===== src/rtl/hbsr_pkg.sv =====
// Shared types and constants for the H-bridge soft ramp and reversal sequencer.
`timescale 1ns / 1ps

package hbsr_pkg;

    // Transaction kinds on the command channel
    typedef enum logic [1:0] {
        MODE_TICK  = 2'd0,
        MODE_DRIVE = 2'd1,
        MODE_STOP  = 2'd2
    } mode_t;

    // Register indexes on the configuration port
    localparam logic [2:0] REG_MIN_DUTY      = 3'd0;
    localparam logic [2:0] REG_MAX_DUTY      = 3'd1;
    localparam logic [2:0] REG_RAMP_STEP     = 3'd2;
    localparam logic [2:0] REG_RAMP_INTERVAL = 3'd3;
    localparam logic [2:0] REG_DEADTIME      = 3'd4;

    // Register reset values
    localparam logic [7:0]  MIN_DUTY_RST      = 8'd40;
    localparam logic [7:0]  MAX_DUTY_RST      = 8'd255;
    localparam logic [7:0]  RAMP_STEP_RST     = 8'd5;
    localparam logic [15:0] RAMP_INTERVAL_RST = 16'd10;
    localparam logic [15:0] DEADTIME_RST      = 16'd200;

    // Saturation value of the elapsed-time counter
    localparam logic [15:0] CNT_MAX = 16'hFFFF;

    typedef struct packed {
        logic [7:0]  min_duty;
        logic [7:0]  max_duty;
        logic [7:0]  step_size;
        logic [15:0] step_period;
        logic [15:0] deadtime_ms;
    } cfg_t;

    typedef struct packed {
        logic [1:0] mode;
        logic       direction;
        logic [7:0] duty;
    } cmd_t;

    typedef struct packed {
        logic       right_enable;
        logic       left_enable;
        logic [7:0] right_duty;
        logic [7:0] left_duty;
        logic [7:0] applied_duty;
        logic       active_direction;
        logic       running;
        logic       reversal_pending;
    } res_t;

endpackage


===== src/rtl/h_bridge_soft_ramp_reversal_top.sv =====
// Top level of the H-bridge soft ramp and reversal sequencer.
// A transaction accepted into the input register has its result loaded into the result
// register when that register is free or being emptied by the receiver.
// Throughput: one transaction per cycle while the result output is not stalled; the state
// update is a single pass between the input register and the result register.
// Reset: rst_n clears all drive state and valid flags and loads the register defaults.
`timescale 1ns / 1ps

module h_bridge_soft_ramp_reversal_top
(
    input  logic                clk,
    input  logic                rst_n,
    input  logic                cmd_valid,
    output logic                cmd_stall,
    input  hbsr_pkg::cmd_t      cmd,
    output logic                res_valid,
    input  logic                res_stall,
    output hbsr_pkg::res_t      res,
    input  logic                psel,
    input  logic                penable,
    input  logic                pwrite,
    input  logic [4:0]          paddr,
    input  logic [31:0]         pwdata,
    output logic [31:0]         prdata,
    output logic                pready
);

    hbsr_pkg::cfg_t cfg;
    hbsr_pkg::res_t core_res;

    logic           in_valid_reg, in_valid_next;
    hbsr_pkg::cmd_t in_item_reg;
    logic           res_valid_reg, res_valid_next;
    hbsr_pkg::res_t res_reg;
    logic           advance;
    logic           cmd_fire;

    hbsr_regs u_regs
    (
        .clk     (clk),
        .rst_n   (rst_n),
        .psel    (psel),
        .penable (penable),
        .pwrite  (pwrite),
        .paddr   (paddr),
        .pwdata  (pwdata),
        .prdata  (prdata),
        .pready  (pready),
        .cfg     (cfg)
    );

    hbsr_core u_core
    (
        .clk    (clk),
        .rst_n  (rst_n),
        .cfg    (cfg),
        .item   (in_item_reg),
        .fire   (advance),
        .result (core_res)
    );

    // Handshake: execute when the result register is free or being emptied
    assign advance   = in_valid_reg && (!res_valid_reg || !res_stall);
    assign cmd_stall = in_valid_reg && !advance;
    assign cmd_fire  = cmd_valid && !cmd_stall;

    always_comb
    begin
        in_valid_next = in_valid_reg;
        if (cmd_fire)
            in_valid_next = 1'b1;
        else if (advance)
            in_valid_next = 1'b0;

        res_valid_next = res_valid_reg;
        if (advance)
            res_valid_next = 1'b1;
        else if (!res_stall)
            res_valid_next = 1'b0;
    end

    // Valid flags
    always_ff @(posedge clk or negedge rst_n)
    begin
        if (!rst_n)
        begin
            in_valid_reg  <= 1'b0;
            res_valid_reg <= 1'b0;
        end
        else
        begin
            in_valid_reg  <= in_valid_next;
            res_valid_reg <= res_valid_next;
        end
    end

    // Payload registers
    always_ff @(posedge clk)
    begin
        if (cmd_fire)
            in_item_reg <= cmd;
        if (advance)
            res_reg <= core_res;
    end

    assign res_valid = res_valid_reg;
    assign res       = res_reg;

endmodule


===== src/rtl/hbsr_regs.sv =====
// APB-style configuration registers of the H-bridge sequencer.
`timescale 1ns / 1ps

module hbsr_regs
(
    input  logic                clk,
    input  logic                rst_n,
    input  logic                psel,
    input  logic                penable,
    input  logic                pwrite,
    input  logic [4:0]          paddr,
    input  logic [31:0]         pwdata,
    output logic [31:0]         prdata,
    output logic                pready,
    output hbsr_pkg::cfg_t      cfg
);

    hbsr_pkg::cfg_t cfg_reg;
    logic [2:0]     reg_idx;
    logic           wr_en;

    assign reg_idx = paddr[4:2];
    assign wr_en   = psel && penable && pwrite;
    assign pready  = 1'b1;
    assign cfg     = cfg_reg;

    // Register writes in the access phase
    always_ff @(posedge clk or negedge rst_n)
    begin
        if (!rst_n)
        begin
            cfg_reg.min_duty    <= hbsr_pkg::MIN_DUTY_RST;
            cfg_reg.max_duty    <= hbsr_pkg::MAX_DUTY_RST;
            cfg_reg.step_size   <= hbsr_pkg::RAMP_STEP_RST;
            cfg_reg.step_period <= hbsr_pkg::RAMP_INTERVAL_RST;
            cfg_reg.deadtime_ms <= hbsr_pkg::DEADTIME_RST;
        end
        else if (wr_en)
        begin
            case (reg_idx)
                hbsr_pkg::REG_MIN_DUTY:      cfg_reg.min_duty <= pwdata[7:0];
                hbsr_pkg::REG_MAX_DUTY:      cfg_reg.max_duty <= pwdata[7:0];
                hbsr_pkg::REG_RAMP_STEP:     cfg_reg.step_size <= pwdata[7:0];
                hbsr_pkg::REG_RAMP_INTERVAL: cfg_reg.step_period <= pwdata[15:0];
                hbsr_pkg::REG_DEADTIME:      cfg_reg.deadtime_ms <= pwdata[15:0];
                default:                     ;
            endcase
        end
    end

    // Read data, zero extended
    always_comb
    begin
        case (reg_idx)
            hbsr_pkg::REG_MIN_DUTY:      prdata = {24'd0, cfg_reg.min_duty};
            hbsr_pkg::REG_MAX_DUTY:      prdata = {24'd0, cfg_reg.max_duty};
            hbsr_pkg::REG_RAMP_STEP:     prdata = {24'd0, cfg_reg.step_size};
            hbsr_pkg::REG_RAMP_INTERVAL: prdata = {16'd0, cfg_reg.step_period};
            hbsr_pkg::REG_DEADTIME:      prdata = {16'd0, cfg_reg.deadtime_ms};
            default:                     prdata = 32'd0;
        endcase
    end

endmodule


===== src/rtl/hbsr_core.sv =====
// Drive state and single-pass update logic of the H-bridge sequencer.
`timescale 1ns / 1ps

module hbsr_core
(
    input  logic                clk,
    input  logic                rst_n,
    input  hbsr_pkg::cfg_t      cfg,
    input  hbsr_pkg::cmd_t      item,
    input  logic                fire,
    output hbsr_pkg::res_t      result
);

    logic [7:0]  req_level_reg, req_level_next;
    logic [7:0]  applied_reg, applied_next;
    logic        req_side_reg, req_side_next;
    logic        active_side_reg, active_side_next;
    logic        running_reg, running_next;
    logic        pending_reg, pending_next;
    logic [15:0] dt_left_reg, dt_left_next;
    logic [15:0] since_reg, since_next;
    logic        right_en_reg, right_en_next;
    logic        left_en_reg, left_en_next;
    logic [7:0]  right_lvl_reg, right_lvl_next;
    logic [7:0]  left_lvl_reg, left_lvl_next;

    logic [7:0]  clamped;
    logic [15:0] since_inc;
    logic [15:0] dt_dec;
    logic [8:0]  up_sum;
    logic [7:0]  up_level;
    logic [7:0]  down_level;
    logic [7:0]  stepped;

    // Clamp of the commanded duty: raise to minimum first, then limit
    always_comb
    begin
        if (item.duty == 8'd0)
            clamped = 8'd0;
        else if (item.duty < cfg.min_duty)
            clamped = cfg.min_duty;
        else if (item.duty > cfg.max_duty)
            clamped = cfg.max_duty;
        else
            clamped = item.duty;
    end

    // Time base: saturating elapsed count and dead-time countdown
    assign since_inc = (since_reg == hbsr_pkg::CNT_MAX) ? since_reg : since_reg + 16'd1;
    assign dt_dec    = (dt_left_reg != 16'd0) ? dt_left_reg - 16'd1 : 16'd0;

    // One ramp step toward the requested level, without overshoot
    always_comb
    begin
        up_sum   = {1'b0, applied_reg} + {1'b0, cfg.step_size};
        up_level = (up_sum > {1'b0, req_level_reg}) ? req_level_reg : up_sum[7:0];
        if (applied_reg > cfg.step_size)
            down_level = applied_reg - cfg.step_size;
        else
            down_level = req_level_reg;
        if (down_level < req_level_reg)
            down_level = req_level_reg;
        if (applied_reg < req_level_reg)
            stepped = up_level;
        else if (applied_reg > req_level_reg)
            stepped = down_level;
        else
            stepped = applied_reg;
    end

    // Next state for the transaction in the input register
    always_comb
    begin
        req_level_next   = req_level_reg;
        applied_next     = applied_reg;
        req_side_next    = req_side_reg;
        active_side_next = active_side_reg;
        running_next     = running_reg;
        pending_next     = pending_reg;
        dt_left_next     = dt_left_reg;
        since_next       = since_reg;
        right_en_next    = right_en_reg;
        left_en_next     = left_en_reg;
        right_lvl_next   = right_lvl_reg;
        left_lvl_next    = left_lvl_reg;

        case (item.mode)
            hbsr_pkg::MODE_TICK:
            begin
                since_next   = since_inc;
                dt_left_next = dt_dec;
                if (req_level_reg != 8'd0 && !(pending_reg && dt_dec != 16'd0))
                begin
                    pending_next = 1'b0;
                    if (applied_reg == 8'd0 || since_inc >= cfg.step_period)
                    begin
                        applied_next = stepped;
                        since_next   = 16'd0;
                    end
                    active_side_next = req_side_reg;
                    running_next     = 1'b1;
                    right_en_next    = !req_side_reg;
                    left_en_next     = req_side_reg;
                    right_lvl_next   = req_side_reg ? 8'd0 : applied_next;
                    left_lvl_next    = req_side_reg ? applied_next : 8'd0;
                end
            end
            hbsr_pkg::MODE_DRIVE:
            begin
                if (clamped == 8'd0)
                begin
                    req_level_next = 8'd0;
                    applied_next   = 8'd0;
                    running_next   = 1'b0;
                    pending_next   = 1'b0;
                    right_en_next  = 1'b0;
                    left_en_next   = 1'b0;
                    right_lvl_next = 8'd0;
                    left_lvl_next  = 8'd0;
                end
                else
                begin
                    req_side_next  = item.direction;
                    req_level_next = clamped;
                    // Reversal while running: blank both sides and start dead time
                    if (running_reg && item.direction != active_side_reg && !pending_reg)
                    begin
                        applied_next   = 8'd0;
                        running_next   = 1'b0;
                        pending_next   = 1'b1;
                        dt_left_next   = cfg.deadtime_ms;
                        right_en_next  = 1'b0;
                        left_en_next   = 1'b0;
                        right_lvl_next = 8'd0;
                        left_lvl_next  = 8'd0;
                    end
                end
            end
            hbsr_pkg::MODE_STOP:
            begin
                req_level_next = 8'd0;
                applied_next   = 8'd0;
                running_next   = 1'b0;
                pending_next   = 1'b0;
                right_en_next  = 1'b0;
                left_en_next   = 1'b0;
                right_lvl_next = 8'd0;
                left_lvl_next  = 8'd0;
            end
            default:
            begin
            end
        endcase
    end

    // State registers, updated once per executed transaction
    always_ff @(posedge clk or negedge rst_n)
    begin
        if (!rst_n)
        begin
            req_level_reg   <= 8'd0;
            applied_reg     <= 8'd0;
            req_side_reg    <= 1'b0;
            active_side_reg <= 1'b0;
            running_reg     <= 1'b0;
            pending_reg     <= 1'b0;
            dt_left_reg     <= 16'd0;
            since_reg       <= 16'd0;
            right_en_reg    <= 1'b0;
            left_en_reg     <= 1'b0;
            right_lvl_reg   <= 8'd0;
            left_lvl_reg    <= 8'd0;
        end
        else if (fire)
        begin
            req_level_reg   <= req_level_next;
            applied_reg     <= applied_next;
            req_side_reg    <= req_side_next;
            active_side_reg <= active_side_next;
            running_reg     <= running_next;
            pending_reg     <= pending_next;
            dt_left_reg     <= dt_left_next;
            since_reg       <= since_next;
            right_en_reg    <= right_en_next;
            left_en_reg     <= left_en_next;
            right_lvl_reg   <= right_lvl_next;
            left_lvl_reg    <= left_lvl_next;
        end
    end

    // Result reflects the state after the transaction
    always_comb
    begin
        result.right_enable     = right_en_next;
        result.left_enable      = left_en_next;
        result.right_duty       = right_lvl_next;
        result.left_duty        = left_lvl_next;
        result.applied_duty     = applied_next;
        result.active_direction = active_side_next;
        result.running          = running_next;
        result.reversal_pending = pending_next;
    end

`ifndef SYNTHESIS
    // The two half-bridges are never enabled together.
    a_no_shoot_through: assert property (@(posedge clk) disable iff (!rst_n)
        !(right_en_reg && left_en_reg))
        else $error("both half-bridges enabled");

    // Running exactly when one side is enabled.
    a_running_matches_pins: assert property (@(posedge clk) disable iff (!rst_n)
        running_reg == (right_en_reg || left_en_reg))
        else $error("running flag disagrees with enable pins");

    // Dead time keeps the bridge off.
    a_pending_blanks: assert property (@(posedge clk) disable iff (!rst_n)
        pending_reg |-> (!running_reg && applied_reg == 8'd0))
        else $error("bridge driven during dead time");

    // A stop leaves nothing requested or driven.
    a_stop_clears: assert property (@(posedge clk) disable iff (!rst_n)
        (fire && item.mode == hbsr_pkg::MODE_STOP) |=>
            (req_level_reg == 8'd0 && !running_reg && !pending_reg))
        else $error("stop did not clear the drive state");
`endif

endmodule


===== config.mk =====
export PLATFORM = sky130hd
export DESIGN_NAME = h_bridge_soft_ramp_reversal_top
export DESIGN_NICKNAME = d
export VERILOG_FILES = /design/src/rtl/hbsr_pkg.sv /design/src/rtl/h_bridge_soft_ramp_reversal_top.sv /design/src/rtl/hbsr_regs.sv /design/src/rtl/hbsr_core.sv
export SDC_FILE = /design/constraint.sdc
export NUM_CORES = 1
export LEC_CHECK = 0
export BUFFER_PORTS_ARGS = -buffer_cell sky130_fd_sc_hd__buf_4
export CAP_MARGIN = 25
export CORE_AREA = 4 4 160 162
export DETAILED_ROUTE_END_ITERATION = 12
export DIE_AREA = 0 0 164 166
export HOLD_SLACK_MARGIN = 0.1
export PLACE_DENSITY = 0.69
export SYNTH_ARGS = -nofsm -noshare
export SYNTH_HDL_FRONTEND = slang
export SYNTH_SLANG_ARGS = --single-unit

===== constraint.sdc =====
create_clock -name clk -period 7 [get_ports clk]
set_clock_uncertainty 0.1 [all_clocks]
set_input_delay 0 -clock clk [delete_from_list [all_inputs] [get_ports clk]]
set_output_delay 0 -clock clk [all_outputs]
set_load 0.05 [all_outputs]

### Yosys cells after proc, flatten, opt, wreduce, memory -nomap -nowiden

Cells that the tools add are included.

* bits of input ports: 55
* output and inout port bits: 64
* flip-flop bits (word level): 168

* order comparisons: 8
* $add $sub $neg: 4
* mux-type cells: 55
* bitwise logic cells: 1
* reductions and logical operators: 38
* equality and inequality tests: 11

Operators by type and width (count)
* two-way mux 8 bit: 21
* two-way mux 16 bit: 6
* one-hot mux 16 bit (5 select lines): 1
* one-hot mux 8 bit (3 select lines): 3
* one-hot mux 16 bit (2 select lines): 1
* nonzero test 16 bit: 2
* greater-than comparator 8 bit: 3
* logical NOT 8 bit: 3
* < comparator 8 bit: 3
* two-way mux 1 bit: 18
* adder 16 x 1 -> 16 bit, second input constant: 1
* equality test 16 bit, second input constant: 1
* greater-or-equal comparator 16 bit: 1
* one-hot mux 8 bit (2 select lines): 1
* subtractor 16 x 1 -> 16 bit, second input constant: 1
* AND reduction 2 bit: 7
* one-hot mux 1 bit (3 select lines): 4
* adder 8 x 8 -> 9 bit: 1
* greater-than comparator 9 x 8 -> 1 bit: 1
* logical AND 1 bit: 9
* nonzero test 8 bit: 1
* subtractor 8 bit: 1
* logical NOT 1 bit: 7
* equality test 3 x 2 -> 1 bit, second input constant: 2
* 14 further kinds: 18

### Longest topological paths before layout

* depth in word-level cells: 10
* depth in mapped cells: 21

### Modules after synthesis

From an unflattened synthesis, not the netlist that was laid out.

* cell total of the unflattened synthesis: 1179
* area, all modules: 11621.1 µm²

Modules (own cells, without submodules)
* hbsr_core: cells an instance 934, seq. area each 1751.7 µm², instances 1, area an instance 7569.8 µm²
* hbsr_regs: cells an instance 197, seq. area each 1422.6 µm², instances 1, area an instance 2757.6 µm²
* h_bridge_soft_ramp_reversal_top: cells an instance 48, seq. area each 1251.2 µm², instances 1, area an instance 1293.7 µm²

### Worst setup path after synthesis

OpenSTA, ideal clock, no wires.

* path type: register to register
* start point: register u_core.since_reg[0]
* end point: register res_reg (netlist bit res[4]), data pin
* arrival time: 4958 ps
* required time: 6644 ps
* setup slack: 1686 ps
* stages on the path, launching flop included: 22
* path buffers: 3
* clock period less this slack: 5314 ps
* path through: dfrtp_1 ha_1 nand2_1 nor4_1 and4_1 clkbuf_1 nand4_1 nor2b_1 clkbuf_1 nand3_1 xnor2_1 ha_1 a2111o_1 a31oi_1 o21ai_0 a21oi_1 nand2b_1 clkbuf_1 a222oi_1 nor2_1 o21ai_0 a22o_1

RTL lines
* start: declaration: RTL line hbsr_core.sv:21 `logic [15:0] since_reg, since_next;`
* start signal: assignment: RTL line hbsr_core.sv:183 `since_reg <= since_next;`
* end signal: assignment: RTL line h_bridge_soft_ramp_reversal_top.sv:103 `res_reg <= core_res;`
* end: declaration: RTL line h_bridge_soft_ramp_reversal_top.sv:34 `hbsr_pkg::res_t res_reg;`

==> impl_metrics.json <==
{
  "final_core_util_pct": 52.96,
  "n_fill_cell": 2242,
  "num_antenna_cells": 0,
  "ys_seq_elements": 168,
  "p_seq_share_pct": 28.5,
  "power_density_nw_per_um2": 431.1,
  "antenna_found_initial": 0,
  "setup_viol": 0,
  "cts_resized": 0,
  "critPathKind": "reg -> reg",
  "grt_pass1_wl_mm": 47.04,
  "htree_levels": 4,
  "wl_mm": 29.49,
  "cts_setup_buffers": 0,
  "regArea_um2": 4425,
  "synth_area_um2": 10980,
  "p_comb_share_pct": 54.1,
  "grt.overflow.total": 0,
  "drc_errors": 0,
  "crit_path_start_kind": "flop",
  "vias_per_cell": 5.786,
  "grt_setup_unrepaired": "false",
  "portBuffers": 83,
  "post_drt_wl_per_cell_um": 18.06,
  "ant_nets": 0,
  "whs_ns": 0.1331,
  "relSlewSlack_pct": 34.03,
  "die_area_um2": 27220,
  "core_region_area_um2": 24110,
  "yosys.cell_count.top_type": "nand2_1",
  "drv_cap": 0,
  "crit_path_end_kind": "flop",
  "clockPowerShare_pct": 17.4,
  "vdd_drop_max_mv": 0.2559,
  "async_reset_ff_share_pct": 76.19,
  "tightest_slew_ns": 0.9860,
  "synth.area.top_cells": "dfrtp_1 25%, edfxtp_1 11%, ha_1 8.7%",
  "root_buffer": "clkbuf_16",
  "yosys_warnings": 0,
  "slowest_stage": "a21oi_1",
  "drive_gt1_share_pct": 14.82,
  "num_rows": 57,
  "clk_pin_slew_ns": 0.07,
  "setup_tns_ns": 0,
  "area_growth_pct": 16.31,
  "final_min_period_over_clock_period_pct": 85.27,
  "required_ns": 7.08,
  "status": "finished, final reports clean",
  "synth_top_area_share_pct": 25.31,
  "drv_slew": 0,
  "cts_buffers": 17,
  "power.switching_w": 0.002581,
  "avgSynthCellArea_um2": 9.162,
  "cp_slowest_stage_delay_ns": 0.66,
  "multi_input_area_um2": 5959,
  "die_x_um": 164,
  "arrival_ns": 6.05,
  "clock_latency_ns": 0.44,
  "grtUsageTotal_pct": 21.52,
  "switching_share_pct": 46.90,
  "crit_fanout": 10,
  "p_int_w": 0.002922,
  "pin_count": 119,
  "via_count": 9449,
  "yosysSeqAreaShare_pct": 40.32,
  "power_leakage_nw": 5.751,
  "cts_tree": "built",
  "synth_cells": 1198,
  "cts.path.max_buffers": 2,
  "synthFlopType": "dfrtp_1",
  "min_period_ns": 5.969,
  "largest_reg_flops": 56,
  "synth_edf_count": 40,
  "drt_iter0_drc": 765,
  "hpwl_mm": 21.34,
  "grt_pass1_vias": 8901,
  "finalWeightedCongestion": 0.9288,
  "synth.distinct_cells": 85,
  "fmax_mhz": 167.5,
  "final_hold_viol_count": 0,
  "cts.sinks": 168,
  "hp-class": "in -> reg",
  "synth_common_cells": "138 x nand2_1, 117 x o21ai_0, 111 x dfrtp_1, 82 x inv_1, 78 x a21oi_1",
  "firstDrtPassIters": 5,
  "die-height_um": 166,
  "initial_utilization_pct": 45.53,
  "fin_nets": 1429,
  "timing.critical_path.cells": "ha_1 > nand2_1 > nor4_1 > and4_1 > nand4_1 > buf_4 > nor2b_1 > nand3_1 > xnor2_1 > ha_1 > a2111o_1 > a31oi_1 > o21ai_0 > a21oi_1 > nand2b_1 > a222oi_1 > nor2_1 > o21ai_0 > a22o_1",
  "grt_start_max_net_pins": 73,
  "yosysTopAreaCell": "dfrtp_1"
}
[worst max-delay path, delay by kind of cell (launching register included)]
| kind | cells | cell delay (ns) |
|---|---|---|
| buf+inv | 1 | 0.19 |
| xor+xnor | 1 | 0.15 |
| simple gates | 8 | 2.27 |
| fa+ha+maj | 2 | 0.56 |
| compound gates | 7 | 2.00 |
| flops | 1 | 0.42 |
[worst paths after layout]
path | startpoint | endpoint | slack [ns] | cells after the start
worst max-delay path | u_core.since_reg[0]$_DFFE_PN0P_ | res[4]$_DFFE_PP_ | 1.03 | 19
worst min-delay path | penable | u_regs.cfg[19]$_DFFE_PN1P_ | 0.13 | 5
worst max register to register | u_core.since_reg[0]$_DFFE_PN0P_ | res[4]$_DFFE_PP_ | 1.03 | 19
worst min register to register | in_valid_reg$_DFFE_PN0P_ | res_valid$_DFFE_PN0P_ | 0.40 | 1
max in group asynchronous | rst_n | u_core.left_lvl_reg[0]$_DFFE_PN0P_ | 5.33 | 3
min in group asynchronous | rst_n | u_regs.cfg[25]$_DFFE_PN0P_ | 0.15 | 2
[cells in the final DEF (no fill, tap or decap), types with 18 or more instances in the layout]
| cell | n |
|---|---|
| a21o_1 | 31 |
| nor2_1 | 72 |
| ha_1 | 76 |
| inv_1 | 82 |
| a31oi_1 | 19 |
| nand3_1 | 21 |
| a21oi_1 | 78 |
| a22oi_1 | 21 |
| edfxtp_1 | 40 |
| buf_4 | 95 |
| mux2_2 | 24 |
| mux2i_1 | 18 |
| nand2_1 | 138 |
| a22o_1 | 25 |
| dlygate4sd3_1 | 35 |
| o21ai_0 | 117 |
| dfrtp_1 | 111 |
[area by class of cell]
type / instances / area share (%)
multi-input cells: 896 / 46.68
flip-flops and latches: 168 / 34.67
repair buffers: 131 / 8.448
clock buffers: 18 / 3.362
well taps: 324 / 3.176
inverters: 82 / 2.411
clock inverters: 14 / 1.255
[logic make-up (layout without fill, tap and decap cells)]
logic type,Yosys count,in the layout,share of synthesized area [%]
AOI/OAI and AO/OA,393,393,23.42
and+or+nand+nor,342,342,15.23
DFF,168,168,40.32
buffers and inverters,149,245,5.917
adders and majority gates,78,78,9.029
muxes,42,42,4.104
xor gates and xnor gates,24,24,1.915
other,2,17,0.06842
[power by group through the flow]
stage	clock (W)	combinational [W]	sequential (W)
2_1_floorplan	0	0.00210	0.00162
3_3_place_gp	0	0.00288	0.00157
3_5_place_dp	0	0.00292	0.00158
4_1_cts	0.000972	0.00295	0.00156
5_1_grt	0.00101	0.00328	0.00160
6_report	0.000960	0.00298	0.00157
[routing by layer]
layer / share of wire [%] / track usage [%]
met5: 0 / 0
met4: 1.8 / 5.361
met3: 6.1 / 3.822
met2: 47 / 33.87
met1: 45 / 30.86
[per-stage QoR]
step	power, W	area (um^2)	worst slack (ns)	cells
2_1_floorplan	0.003714	11030	1.686	1213
3_3_place_gp	0.004445	11810	1.254	1565
3_5_place_dp	0.004497	11830	1.132	1566
4_1_cts	0.005485	12770	1.114	1633
5_1_grt	0.005895	12770	0.6795	1633
6_report	0.005503	12770	1.031	1633
[repair_timing]
item | 4_1_cts | 5_1_grt
hold buffers | 35 | 0
hold endpoints to repair | 127 | 0
setup endpoints to repair | 0 | 0
Note: power is estimated with default switching activity, not from simulation.
